===== src/rtl/sccl_pkg.sv =====
// Shared types and constants for the serial CAN command line parser.
// Used by sccl_front, sccl_back and serial_can_command_line_parser; depends on nothing.
package sccl_pkg;

  localparam int LINE_CAPACITY = 200;
  localparam int STORE_DEPTH   = 26;
  localparam int LEN_W         = $clog2(LINE_CAPACITY + 1);
  localparam int POS_W         = $clog2(STORE_DEPTH);

  // Class of a received byte, worked out by the front part.
  typedef enum logic [1:0] {
    KIND_PRINT,
    KIND_ERASE,
    KIND_EOL,
    KIND_CLEAR
  } kind_t;

  typedef struct packed {
    kind_t      kind;
    logic [7:0] ch;
  } entry_t;

  localparam logic [1:0] REPLY_NONE = 2'd0;
  localparam logic [1:0] REPLY_ACK  = 2'd1;
  localparam logic [1:0] REPLY_NACK = 2'd2;

  localparam logic [1:0] BUS_NONE  = 2'd0;
  localparam logic [1:0] BUS_SET   = 2'd1;
  localparam logic [1:0] BUS_OPEN  = 2'd2;
  localparam logic [1:0] BUS_CLOSE = 2'd3;

  typedef struct packed {
    logic [1:0]  reply;
    logic        send_frame;
    logic        extended_id;
    logic        remote_request;
    logic [31:0] frame_id;
    logic [3:0]  frame_length;
    logic [63:0] frame_data;
    logic [1:0]  bus_action;
    logic [3:0]  bitrate_index;
    logic        silent_mode;
    logic        loopback_mode;
    logic        timestamp_on;
  } result_t;

endpackage


===== src/rtl/serial_can_command_line_parser.sv =====
// Top level of the serial CAN command line parser (ASCII adapter command set).
// Depends on sccl_pkg, sccl_front and sccl_back.
//
//   Channel   Signals                         Word
//   input     rx_valid, rx_ready, rx_byte     one received serial byte
//   output    res_valid, res_ready, fields    one decoded reply per carriage return
//
// Printable, erase and clearing bytes are applied to the line in the back part's idle state.
// A carriage return starts a walk of the line: the line store has a single read port and
// the back part walks all 26 stored positions, one a cycle, then loads the result
// register in its emit state once that register is free. The input side keeps accepting
// bytes into a two-word queue meanwhile, and a finished result may wait in the output
// register while the next bytes are taken. Reset is synchronous and clears the
// line, the queue and the flags (timestamping comes up enabled).
module serial_can_command_line_parser (
  input  logic        clk,
  input  logic        rst,
  input  logic        rx_valid,
  output logic        rx_ready,
  input  logic [7:0]  rx_byte,
  output logic        res_valid,
  input  logic        res_ready,
  output logic [1:0]  reply,
  output logic        send_frame,
  output logic        extended_id,
  output logic        remote_request,
  output logic [31:0] frame_id,
  output logic [3:0]  frame_length,
  output logic [63:0] frame_data,
  output logic [1:0]  bus_action,
  output logic [3:0]  bitrate_index,
  output logic        silent_mode,
  output logic        loopback_mode,
  output logic        timestamp_on
);
  import sccl_pkg::*;

  // Classified bytes between the front and the back part.
  logic    q_valid;
  logic    q_ready;
  entry_t  q_item;
  result_t res;

  // The front part only classifies and buffers; it holds off bytes only while its queue is full.
  sccl_front u_front (
    .clk      (clk),
    .rst      (rst),
    .rx_valid (rx_valid),
    .rx_ready (rx_ready),
    .rx_byte  (rx_byte),
    .q_valid  (q_valid),
    .q_ready  (q_ready),
    .q_item   (q_item)
  );

  // The back part owns the line and the mode flags and builds each reply.
  sccl_back u_back (
    .clk       (clk),
    .rst       (rst),
    .q_valid   (q_valid),
    .q_ready   (q_ready),
    .q_item    (q_item),
    .res_valid (res_valid),
    .res_ready (res_ready),
    .res       (res)
  );

  // The result register is split out into the individual output fields.
  assign reply          = res.reply;
  assign send_frame     = res.send_frame;
  assign extended_id    = res.extended_id;
  assign remote_request = res.remote_request;
  assign frame_id       = res.frame_id;
  assign frame_length   = res.frame_length;
  assign frame_data     = res.frame_data;
  assign bus_action     = res.bus_action;
  assign bitrate_index  = res.bitrate_index;
  assign silent_mode    = res.silent_mode;
  assign loopback_mode  = res.loopback_mode;
  assign timestamp_on   = res.timestamp_on;

endmodule


===== src/rtl/sccl_front.sv =====
// Front part: accepts serial bytes, classifies them and queues them in a two-word buffer.
// Depends on sccl_pkg.
module sccl_front (
  input  logic            clk,
  input  logic            rst,
  input  logic            rx_valid,
  output logic            rx_ready,
  input  logic [7:0]      rx_byte,
  output logic            q_valid,
  input  logic            q_ready,
  output sccl_pkg::entry_t q_item
);
  import sccl_pkg::*;

  localparam logic [7:0] CH_BS    = 8'h08;
  localparam logic [7:0] CH_CR    = 8'h0D;
  localparam logic [7:0] CH_SPACE = 8'h20;
  localparam logic [7:0] CH_TILDE = 8'h7E;
  localparam logic [7:0] CH_DEL   = 8'h7F;

  entry_t     slot [2];
  logic       wr_ptr;
  logic       rd_ptr;
  logic [1:0] count;
  entry_t     incoming;
  logic       push;
  logic       pop;

  always_comb begin
    incoming.ch = rx_byte;
    if (rx_byte >= CH_SPACE && rx_byte <= CH_TILDE) begin
      incoming.kind = KIND_PRINT;
    end else if (rx_byte == CH_BS || rx_byte == CH_DEL) begin
      incoming.kind = KIND_ERASE;
    end else if (rx_byte == CH_CR) begin
      incoming.kind = KIND_EOL;
    end else begin
      incoming.kind = KIND_CLEAR;
    end
  end

  assign rx_ready = (count != 2'd2);
  assign q_valid  = (count != 2'd0);
  assign q_item   = slot[rd_ptr];
  assign push     = rx_valid && rx_ready;
  assign pop      = q_valid && q_ready;

  always_ff @(posedge clk) begin
    if (rst) begin
      wr_ptr <= 1'b0;
      rd_ptr <= 1'b0;
      count  <= 2'd0;
    end else begin
      if (push) begin
        wr_ptr <= ~wr_ptr;
      end
      if (pop) begin
        rd_ptr <= ~rd_ptr;
      end
      if (push && !pop) begin
        count <= count + 2'd1;
      end else if (pop && !push) begin
        count <= count - 2'd1;
      end
    end
  end

  always_ff @(posedge clk) begin
    if (push) begin
      slot[wr_ptr] <= incoming;
    end
  end

endmodule


===== src/rtl/sccl_back.sv =====
// Back part: keeps the command line, walks it on a carriage return and registers the result.
// Depends on sccl_pkg.
module sccl_back (
  input  logic              clk,
  input  logic              rst,
  input  logic              q_valid,
  output logic              q_ready,
  input  sccl_pkg::entry_t  q_item,
  output logic              res_valid,
  input  logic              res_ready,
  output sccl_pkg::result_t res
);
  import sccl_pkg::*;

  localparam logic [7:0] CMD_EXT_FRAME = "T";
  localparam logic [7:0] CMD_STD_FRAME = "t";
  localparam logic [7:0] CMD_EXT_RTR   = "R";
  localparam logic [7:0] CMD_STD_RTR   = "r";
  localparam logic [7:0] CMD_BITRATE   = "S";
  localparam logic [7:0] CMD_BITRATE_L = "s";
  localparam logic [7:0] CMD_OPEN      = "O";
  localparam logic [7:0] CMD_CLOSE     = "C";
  localparam logic [7:0] CMD_SILENT    = "L";
  localparam logic [7:0] CMD_LOOPBACK  = "l";
  localparam logic [7:0] CMD_TSTAMP    = "Z";
  localparam logic [7:0] CMD_MASK      = "M";
  localparam logic [7:0] CMD_MASK_L    = "m";
  localparam logic [7:0] CMD_DUAL      = "D";
  localparam logic [POS_W-1:0] LAST_POS = POS_W'(STORE_DEPTH - 1);

  typedef enum logic [1:0] {
    ST_IDLE,
    ST_WALK,
    ST_EMIT
  } state_t;

  state_t           state;
  logic [7:0]       line_store [STORE_DEPTH];
  logic [LEN_W-1:0] line_len;
  logic             silent_flag;
  logic             loopback_flag;
  logic             timestamp_flag;

  logic [POS_W-1:0] walk_pos;
  logic [7:0]       cmd;
  logic [31:0]      id;
  logic [3:0]       dlc;
  logic             dlc_bad;
  logic             bad;
  logic [63:0]      data;
  logic [3:0]       v1;
  logic             v1_bad;

  logic [7:0]       cur_ch;
  logic [3:0]       hv;
  logic             hbad;
  logic             is_ext;
  logic             is_rtr;
  logic [POS_W-1:0] digits;
  logic [POS_W-1:0] dlc_pos;
  logic [POS_W-1:0] data_base;
  logic [POS_W-1:0] nib_k;
  logic             in_id;
  logic             in_data;
  logic [5:0]       nib_off;

  result_t          res_next;
  logic             silent_next;
  logic             loopback_next;
  logic             timestamp_next;

  assign q_ready = (state == ST_IDLE);

  // Character at the walk position; positions past the line end read as zero.
  assign cur_ch = (LEN_W'(walk_pos) < line_len) ? line_store[walk_pos] : 8'd0;

  always_comb begin
    hbad = 1'b0;
    hv   = 4'd0;
    if (cur_ch >= "0" && cur_ch <= "9") begin
      hv = 4'(cur_ch - "0");
    end else if (cur_ch >= "a" && cur_ch <= "f") begin
      hv = 4'(cur_ch - "a" + 8'd10);
    end else if (cur_ch >= "A" && cur_ch <= "F") begin
      hv = 4'(cur_ch - "A" + 8'd10);
    end else begin
      hbad = 1'b1;
    end
  end

  assign is_ext    = (cmd == CMD_EXT_FRAME) || (cmd == CMD_EXT_RTR);
  assign is_rtr    = (cmd == CMD_EXT_RTR) || (cmd == CMD_STD_RTR);
  assign digits    = is_ext ? POS_W'(8) : POS_W'(3);
  assign dlc_pos   = digits + POS_W'(1);
  assign data_base = digits + POS_W'(2);
  assign nib_k     = walk_pos - data_base;
  assign in_id     = (walk_pos != '0) && (walk_pos <= digits);
  assign in_data   = !is_rtr && (walk_pos >= data_base) && (5'(nib_k) < {dlc, 1'b0});
  // Even nibble is the high half of its byte.
  assign nib_off   = {nib_k[3:1], ~nib_k[0], 2'b00};

  // Decode of the walked line into a result and the flags that follow it.
  always_comb begin
    res_next       = '0;
    silent_next    = silent_flag;
    loopback_next  = loopback_flag;
    timestamp_next = timestamp_flag;
    if (line_len != '0) begin
      case (cmd)
        CMD_EXT_FRAME, CMD_STD_FRAME, CMD_EXT_RTR, CMD_STD_RTR: begin
          if (!bad && !dlc_bad) begin
            res_next.reply          = REPLY_ACK;
            res_next.send_frame     = 1'b1;
            res_next.extended_id    = is_ext;
            res_next.remote_request = is_rtr;
            res_next.frame_id       = id;
            res_next.frame_length   = dlc;
            res_next.frame_data     = data;
          end else begin
            res_next.reply = REPLY_NACK;
          end
        end
        CMD_BITRATE, CMD_BITRATE_L: begin
          if (line_len != LEN_W'(2)) begin
            res_next.reply = REPLY_NONE;
          end else if (v1_bad || v1 > 4'd8) begin
            res_next.reply = REPLY_NACK;
          end else begin
            res_next.reply         = REPLY_ACK;
            res_next.bus_action    = BUS_SET;
            res_next.bitrate_index = v1;
          end
        end
        CMD_OPEN: begin
          silent_next         = 1'b0;
          loopback_next       = 1'b0;
          res_next.reply      = REPLY_ACK;
          res_next.bus_action = BUS_OPEN;
        end
        CMD_CLOSE: begin
          silent_next         = 1'b0;
          loopback_next       = 1'b0;
          res_next.reply      = REPLY_ACK;
          res_next.bus_action = BUS_CLOSE;
        end
        CMD_SILENT: begin
          silent_next         = 1'b1;
          res_next.reply      = REPLY_ACK;
          res_next.bus_action = BUS_OPEN;
        end
        CMD_LOOPBACK: begin
          loopback_next       = 1'b1;
          res_next.reply      = REPLY_ACK;
          res_next.bus_action = BUS_OPEN;
        end
        CMD_TSTAMP: begin
          if (line_len != LEN_W'(2)) begin
            res_next.reply = REPLY_NONE;
          end else if (v1_bad || v1 > 4'd1) begin
            res_next.reply = REPLY_NACK;
          end else begin
            timestamp_next = v1[0];
            res_next.reply = REPLY_ACK;
          end
        end
        CMD_MASK, CMD_MASK_L, CMD_DUAL: begin
          res_next.reply = REPLY_NACK;
        end
        default: begin
          res_next.reply = REPLY_NONE;
        end
      endcase
    end
    res_next.silent_mode   = silent_next;
    res_next.loopback_mode = loopback_next;
    res_next.timestamp_on  = timestamp_next;
  end

  always_ff @(posedge clk) begin
    if (rst) begin
      state          <= ST_IDLE;
      line_len       <= '0;
      silent_flag    <= 1'b0;
      loopback_flag  <= 1'b0;
      timestamp_flag <= 1'b1;
      res_valid      <= 1'b0;
    end else begin
      // In the emit state the result register is refilled instead.
      if (res_valid && res_ready && state != ST_EMIT) begin
        res_valid <= 1'b0;
      end
      case (state)
        ST_IDLE: begin
          if (q_valid) begin
            case (q_item.kind)
              KIND_PRINT: begin
                if (line_len < LEN_W'(LINE_CAPACITY)) begin
                  line_len <= line_len + LEN_W'(1);
                end else begin
                  line_len <= '0;
                end
              end
              KIND_ERASE: begin
                if (line_len != '0) begin
                  line_len <= line_len - LEN_W'(1);
                end
              end
              KIND_EOL: begin
                state    <= ST_WALK;
                walk_pos <= '0;
                id       <= '0;
                dlc      <= '0;
                dlc_bad  <= 1'b0;
                bad      <= 1'b0;
                data     <= '0;
                v1       <= '0;
                v1_bad   <= 1'b0;
              end
              default: begin
                line_len <= '0;
              end
            endcase
          end
        end
        ST_WALK: begin
          if (walk_pos == '0) begin
            cmd <= cur_ch;
          end
          if (walk_pos == POS_W'(1)) begin
            v1     <= hv;
            v1_bad <= hbad;
          end
          if (in_id) begin
            id <= {id[27:0], hv};
            if (hbad) begin
              bad <= 1'b1;
            end
          end
          if (walk_pos == dlc_pos) begin
            if (is_ext && !is_rtr) begin
              dlc     <= hv;
              dlc_bad <= hbad || (hv > 4'd8);
            end else begin
              dlc     <= 4'(cur_ch - "0");
              dlc_bad <= !(cur_ch >= "0" && cur_ch <= "8");
            end
          end
          if (walk_pos != '0 && walk_pos > dlc_pos && in_data) begin
            data[nib_off +: 4] <= hv;
            if (hbad) begin
              bad <= 1'b1;
            end
          end
          if (walk_pos == LAST_POS) begin
            state <= ST_EMIT;
          end else begin
            walk_pos <= walk_pos + POS_W'(1);
          end
        end
        ST_EMIT: begin
          if (!res_valid || res_ready) begin
            res            <= res_next;
            res_valid      <= 1'b1;
            silent_flag    <= silent_next;
            loopback_flag  <= loopback_next;
            timestamp_flag <= timestamp_next;
            line_len       <= '0;
            state          <= ST_IDLE;
          end
        end
        default: begin
          state <= ST_IDLE;
        end
      endcase
    end
  end

  always_ff @(posedge clk) begin
    if (state == ST_IDLE && q_valid && q_item.kind == KIND_PRINT &&
        line_len < LEN_W'(STORE_DEPTH)) begin
      line_store[line_len[POS_W-1:0]] <= q_item.ch;
    end
  end

  a_len_bound: assert property (@(posedge clk) disable iff (rst)
    line_len <= LEN_W'(LINE_CAPACITY))
    else $error("line length beyond capacity");

  a_eol_starts_walk: assert property (@(posedge clk) disable iff (rst)
    state == ST_IDLE && q_valid && q_item.kind == KIND_EOL |=>
      state == ST_WALK && walk_pos == '0)
    else $error("carriage return did not start the line walk");

  a_walk_runs: assert property (@(posedge clk) disable iff (rst)
    state == ST_WALK && walk_pos != LAST_POS |=> state == ST_WALK)
    else $error("line walk ended early");

  a_frame_acked: assert property (@(posedge clk) disable iff (rst)
    res_valid && res.send_frame |-> res.reply == REPLY_ACK && res.bus_action == BUS_NONE)
    else $error("frame result without acknowledge");

  a_bitrate_zero: assert property (@(posedge clk) disable iff (rst)
    res_valid && res.bus_action != BUS_SET |-> res.bitrate_index == '0)
    else $error("bitrate index set without bitrate action");

endmodule


===== config.mk =====
export PLATFORM = sky130hd
export DESIGN_NAME = serial_can_command_line_parser
export DESIGN_NICKNAME = d
export VERILOG_FILES = /design/src/rtl/sccl_pkg.sv /design/src/rtl/serial_can_command_line_parser.sv /design/src/rtl/sccl_front.sv /design/src/rtl/sccl_back.sv
export SDC_FILE = /design/constraint.sdc
export NUM_CORES = 1
export LEC_CHECK = 0
export ABC_CLOCK_PERIOD_IN_PS = 17100
export BUFFER_PORTS_ARGS = -buffer_cell sky130_fd_sc_hd__buf_2
export CORE_UTILIZATION = 40
export CTS_CLUSTER_SIZE = 12
export DETAILED_ROUTE_END_ITERATION = 6
export SLEW_MARGIN = 20
export SYNTH_ARGS = -nofsm -noshare
export SYNTH_HDL_FRONTEND = slang
export SYNTH_HIERARCHICAL = 1
export SYNTH_SLANG_ARGS = --single-unit

===== constraint.sdc =====
create_clock -name clk -period 17.1 [get_ports clk]
set_clock_uncertainty 0.1 [all_clocks]
set_input_delay 2.565 -clock clk [delete_from_list [all_inputs] [get_ports clk]]
set_output_delay 2.565 -clock clk [all_outputs]
set_load 0.05 [all_outputs]

# Yosys cells after proc, flatten, opt, wreduce, memory -nomap -nowiden
# Memories as Yosys holds them, arrays and structs flattened. A register that Yosys moved wholly into a read port is not among the register bits.
# Index checks and enable logic that the tools add are counted.
# classes
addsub,14
n_mul,0
n_div,0
n_lt_le_gt_ge,19
n_eq_ne,38
shifts,2
mux,84
bitwise,6
n_reduce_logical,63
# op_table
operator,n
two-way mux 64 bit,3
case mux 64 bit (2 select lines),1
"equality test 8 x 7 -> 1 bit, second input constant",15
two-way mux 103 bit,1
two-way mux 32 bit,3
bitwise mux 64 bit,1
case mux 32 bit (2 select lines),1
"variable shift 4 x 8 -> 64 bit, first input constant",1
indexed part select 4 x 8 -> 64 bit,1
two-way mux 8 bit,5
two-way mux 4 bit,9
AND reduction 5 bit,6
two-way mux 1 bit,28
two-way mux 2 bit,13
two-way mux 5 bit,5
"<= comparator 8 x 7 -> 1 bit, second input constant",3
case mux 8 bit (3 select lines),1
logical AND 1 bit,20
"equality test 8 x 4 -> 1 bit, second input constant",2
"greater-or-equal comparator 8 x 6 -> 1 bit, second input constant",2
"greater-or-equal comparator 8 x 7 -> 1 bit, second input constant",2
"<= comparator 8 x 6 -> 1 bit, second input constant",2
"inequality test 2 x 1 -> 1 bit, second input constant",8
case mux 4 bit (2 select lines),2
47 further kinds,91
# word_totals
ff_bits,252
latchBits,0
ramBits,228
rom_bits,0
in_bits,12
n_memories,2
# mem_list
memory,depth,word_bits,read_ports,rd_ports_with_merged_regs,write_ports,line_no,text
u_back.line_store,26,8,1,1,1,sccl_back.sv:38,logic [7:0] line_store [STORE_DEPTH];
u_front.slot,2,10,1,1,1,sccl_front.sv:21,entry_t slot [2];

# Logic depth before layout (Yosys ltp)
# logic_depth
depth_word,12
mapped_depth,21

# Modules after synthesis
# The synthesis kept the hierarchy.
# by_module_without_submodules
module,instances,cells_each,area_per_inst_um2,seq_area_each_um2
sccl_back,1,1382,19844.0,13653.1
sccl_front,1,68,999.7,700.7

# Worst setup path before layout
# No wires, ideal clock.
# synth_timing
kind,input-to-reg
from,input port res_ready
to,"register, netlist name u_back/res[0]"
setup_ns,0.589
t_arrival_ns,7.620
setup_slack_ns,8.791
stages,3
path_buffers,0
cell_sequence,nand2b_1 nand2_1 nor2_1
# synth_via
elab_chain_len,2
# synth_lines
item,line_no,text
start: declaration,serial_can_command_line_parser.sv:22,"input logic res_ready,"
logical OR 1 bit,sccl_back.sv:261,if (!res_valid || res_ready) begin
AND reduction 3 bit (no line),--,
# No other way between the ends.
# A chain may end at the register's enable or synchronous reset.

# Worst setup path after layout
# layout_timing
from,register u_back.cmd[7]
to,"register u_back.data[0], enable pin"
# layout_via
elab_chain_len,10
elab_cells_between_ends,19
cone_classes,3 x add/sub; 3 x order compare; 4 x eq/ne; 1 x mux; 8 x reduce/logical
# layout_lines
item,line_no,text
start: declaration,sccl_back.sv:45,logic [7:0] cmd;
start signal: assignment,sccl_back.sv:227,cmd <= cur_ch;
equality test 8 x 7 -> 1 bit,sccl_back.sv:91,assign is_ext = (cmd == CMD_EXT_FRAME) || (cmd == CMD_EXT_RTR);
logical OR 1 bit (*),sccl_back.sv:91,
net u_back.is_ext,sccl_back.sv:57,logic is_ext;
two-way mux 4 bit (*),sccl_back.sv:93,assign digits = is_ext ? POS_W'(8) : POS_W'(3);
adder 5 x 2 -> 5 bit,sccl_back.sv:95,assign data_base = digits + POS_W'(2);
subtractor 5 bit / greater-or-equal comparator 5 bit (equally long branches),"sccl_back.sv:96, sccl_back.sv:98",
< comparator 5 bit / logical AND 1 bit (equally long branches),sccl_back.sv:98,"assign in_data = !is_rtr && (walk_pos >= data_base) && (5'(nib_k) < {dlc, 1'b0});"
logical AND 1 bit,sccl_back.sv:98,
logical AND 1 bit (*),sccl_back.sv:248,if (walk_pos != '0 && walk_pos > dlc_pos && in_data) begin
inequality test 2 x 1 -> 1 bit (no line) (*),--,
AND reduction 5 bit (no line) (*),--,
end signal: indexed assignment,sccl_back.sv:249,data[nib_off +: 4] <= hv;
end: declaration,sccl_back.sv:50,logic [63:0] data;
# The timed path passes the listed nets; every way through them passes the cells marked *.

==> summary.txt <==
Outcome
  – Outcome: completed

Die
  – Initial core utilization: 0.4055
  – Die Wd: roughly 230 µm
  – IO Count: between 100 and 150
  – Die ar.: between 0.05 and 0.06 mm²
  – Rows: between 80 and 90
  – Core Region: ~0.05 mm²
  – Die Ht: 230.3 µm

Layout
  – Most frequent cells in the layout: 462 x edfxtp_1, 158 x nor2_1, 138 x and2_1
  – Most common cell after layout, fill and taps aside: edfxtp_1
  – Synth-to-layout area growth: 13.12%
  – Share of post-route cells with drive strength above 1: 0.1727
  – Diode count: 0
  – Final nets: 1614
  – Number of fill cells: roughly 4.5k
  – Multi-input logic area: 0.006033 mm²
  – Register area: 0.01436 mm²
  – Fin area: about 0.024 mm²

Drt
  – 1st-iter DRT viols: roughly 1.1k
  – Initial DRT Pass Iterations: 5
  – DR vias: approximately 12k
  – Remaining DRCs: 0
  – Vias per std cell: 5.323
  – Antenna viol nets, final: 0
  – WL per Instance: about 19 µm
  – Final WL: between 40000 and 50000 µm

Hold path
  – Hold path depth: 2
  – HP Start: u_back/silent_flag$_SDFFE_PP0P_
  – HP Class: reg2reg
  – Hold EP: u_back/silent_flag$_SDFFE_PP0P_

Power
  – P_int: between 2000 and 2500 µW
  – Overall power: 3175 µW
  – Leak Pwr: 0.008475 µW
  – Switching Fraction: 0.2959
  – Psw: between 900 and 1000 µW
  – Combinational power share: 0.207
  – Seq pwr share: 0.474
  – Clock power frac: 0.319
  – PwrDens: between 100 and 150 mW/mm²
  – Peak supply drop: between 0.00007 and 0.00008 V

Logic synthesis
  – Synth top area cells: edfxtp_1 67%, and2_1 4.1%, mux4_2 3.3%, nor2_1 2.9%, mux2i_1 2.8%
  – Mean Syn Cell Area: between 10 and 15 µm²
  – Post-Synthesis Cell Area: 0.02084 mm²
  – Synth Instances: 1450
  – Post-synth EDFFs: 462
  – Main synth FF type: edfxtp_1
  – Yosys warning count: 6
  – Yosys top cell area share: 0.6656
  – Yosys cell types: 78
  – Asr flop ratio synth: 0
  – Seq/Total Area, Yosys: 0.6886
  – Synthesized net count: ~1.5k
  – #FFs+latches synth: 486
  – Synth area leader: edfxtp_1

Timing
  – Setup_tns: 0 ns
  – Worst-margin pin slew: 1.121 ns
  – Slew headroom: 0.2498
  – Final Hold Fails: 0
  – Fmax: between 0.15 and 0.2 GHz
  – Post-route minimum period: about 5.4 ns
  – Final setup vio count: 0
  – Final cycle utilization of the critical path: 0.3159
  – Final Max Slew Viols: 0
  – RSZ-0062 raised after global routing: no

Clocking
  – Clock sink count: approximately 490
  – H-tree depth: 2
  – CTS tree: done
  – CTS Buf Count: 50
  – Clock root buffer: clkbuf_16
  – Hold buffers post-CTS: 0
  – Post-CTS resize count: 0
  – Max Root-Sink Buffers: 3
  – Setup Buffers After CTS: 0
  – Clock insertion delay at the later pin of the skew report: 0.61 ns
  – Clk pin slew, worst setup/hold paths: 0.06 ns

Job
  – Max Cap Viol: 0

Worst setup path
  – RR Endpoint: u_back/data[0]$_SDFFCE_PN0P_
  – CP Capture Type: register
  – Reg2Reg Launch Point: u_back/cmd[7]$_DFFE_PP_
  – Crit path launch type: register
  – Critical Path RT: about 17 ns
  – Crit-path slowest cell: buf_4
  – Flop2flop setup slack: approximately 12 ns
  – Family with the most delay on the worst path: simple AND/OR/NAND/NOR gates
  – Peak fanout along the critical path: 64
  – Critical Path, Cell by Cell: nand3b_1 -> or3_1 -> a21o_1 -> nor2_1 -> inv_1 -> ha_1 -> o21bai_1 -> a21oi_1 -> xor2_1 -> clkinv_1 -> ha_1 -> nor2b_1 -> o21ai_0 -> nand3_1 -> a21oi_4 -> buf_4
  – Critical Path AT: 5.50 ns
  – Delay of the slowest critical-path stage: 0.65 ns
  – WP buf/inv: 3
  – Worst reg2reg path depth: 16
  – Crit-path most repeated cell: ha_1
  – CP startpoint: u_back/cmd[7]$_DFFE_PP_
  – Crit Path Class: reg2reg

Global routing
  – Total grt overflow: 0
  – Largest net degree at the start of global routing: 99
  – Vias in the first global route: 11.98k
  – Initial antenna violation count: 0
  – GRT Util Overall: 0.1680
  – Global-route wire length before repair: roughly 70000 µm

Placed design
  – IO buf count: between 100 and 150
  – Placed standard-cell area: 0.02206 mm²
  – Final Wtd Congestion: between 0.8 and 0.9
  – DP HPWL: 28740 µm
[power by group through the flow]
stage	Clock (µW)	Sequential, µW	Combinational (µW)
floorplan	0	1490	515
global placement	0	1530	642
detailed placement	0	1530	652
CTS	1040	1510	656
global route	1080	1520	727
finish	1010	1510	657
[state kept, by name, summed over array words and instances (netlist names), 5 cells and up, named ones only]
signal             count
u_back/id             32
u_back/line_store    208
u_back/cmd             8
u_back/walk_pos        5
u_back/line_len        8
u_back/data           64
u_back/res           114
u_front/slot          20
[cell type report]
type | count | area share
Tap cell | 680 | 0.03609
Inverter | 25 | 0.003980
Sequential cell | 486 | 0.6089
Timing Repair Buffer | 141 | 0.03226
Multi-Input combinational cell | 867 | 0.2559
Clock buffer | 62 | 0.05498
Clock inverter | 17 | 0.007907
[metrics by stage]
step	setup WS [ns]	instances	utilization	hold slack [ns]
floorplan	8.791	1450	-	0.3607
global placement	12.04	2198	0.4290	0.3793
detailed placement	11.80	2198	0.4292	0.3903
CTS	11.76	2277	0.4580	0.4043
global route	11.31	2278	0.4587	0.4380
finish	11.70	2278	0.4587	0.4001
[worst min-delay path, stage by stage (launching register included)]
cell,delay [ns]
dfxtp_1,0.33
mux2i_1,0.07
nor2_1,0.07
[routing by layer]
metal | GRT usage | share of wire
met1 | 0.2254 | 0.44
met2 | 0.2848 | 0.49
met3 | 0.02865 | 0.049
met4 | 0.03746 | 0.016
met5 | 0 | 0
[cell families after synthesis]
logic type	share of synthesized area
flops	0.6886
buf+inv	0.02455
mux	0.07431
fa+ha+maj	0.01897
xor+xnor	0.006303
compound gates	0.06507
simple gates	0.1222
[worst max-delay path by stage]
| stage | to | slack [ns] | cells past startpoint |
|---|---|---|---|
| floorplan | u_back/res[0]$_DFFE_PP_ | 8.79 | 3 |
| global placement | u_back/data[23]$_SDFFCE_PN0P_ | 12.04 | 16 |
| detailed placement | u_back/data[28]$_SDFFCE_PN0P_ | 11.80 | 16 |
| CTS | u_back/data[8]$_SDFFCE_PN0P_ | 11.76 | 16 |
| global route | u_back/data[0]$_SDFFCE_PN0P_ | 11.31 | 16 |
| finish | u_back/data[0]$_SDFFCE_PN0P_ | 11.70 | 16 |
[synth_stat cells (6+ instances only)]
library cell,instances
nand3_1,26
nor2b_1,14
mux2_2,18
dfxtp_1,24
nand4_1,7
a21oi_1,65
inv_1,24
o21ai_0,41
edfxtp_1,462
mux2i_1,58
or3_1,9
and2_1,138
xor2_1,10
nor3_1,30
ha_1,30
nand2b_1,13
buf_6,11
o21bai_1,6
mux4_2,31
a22oi_1,49
clkbuf_1,45
nor2_1,160
nand2_1,69
(Power assumes the default switching activity.)
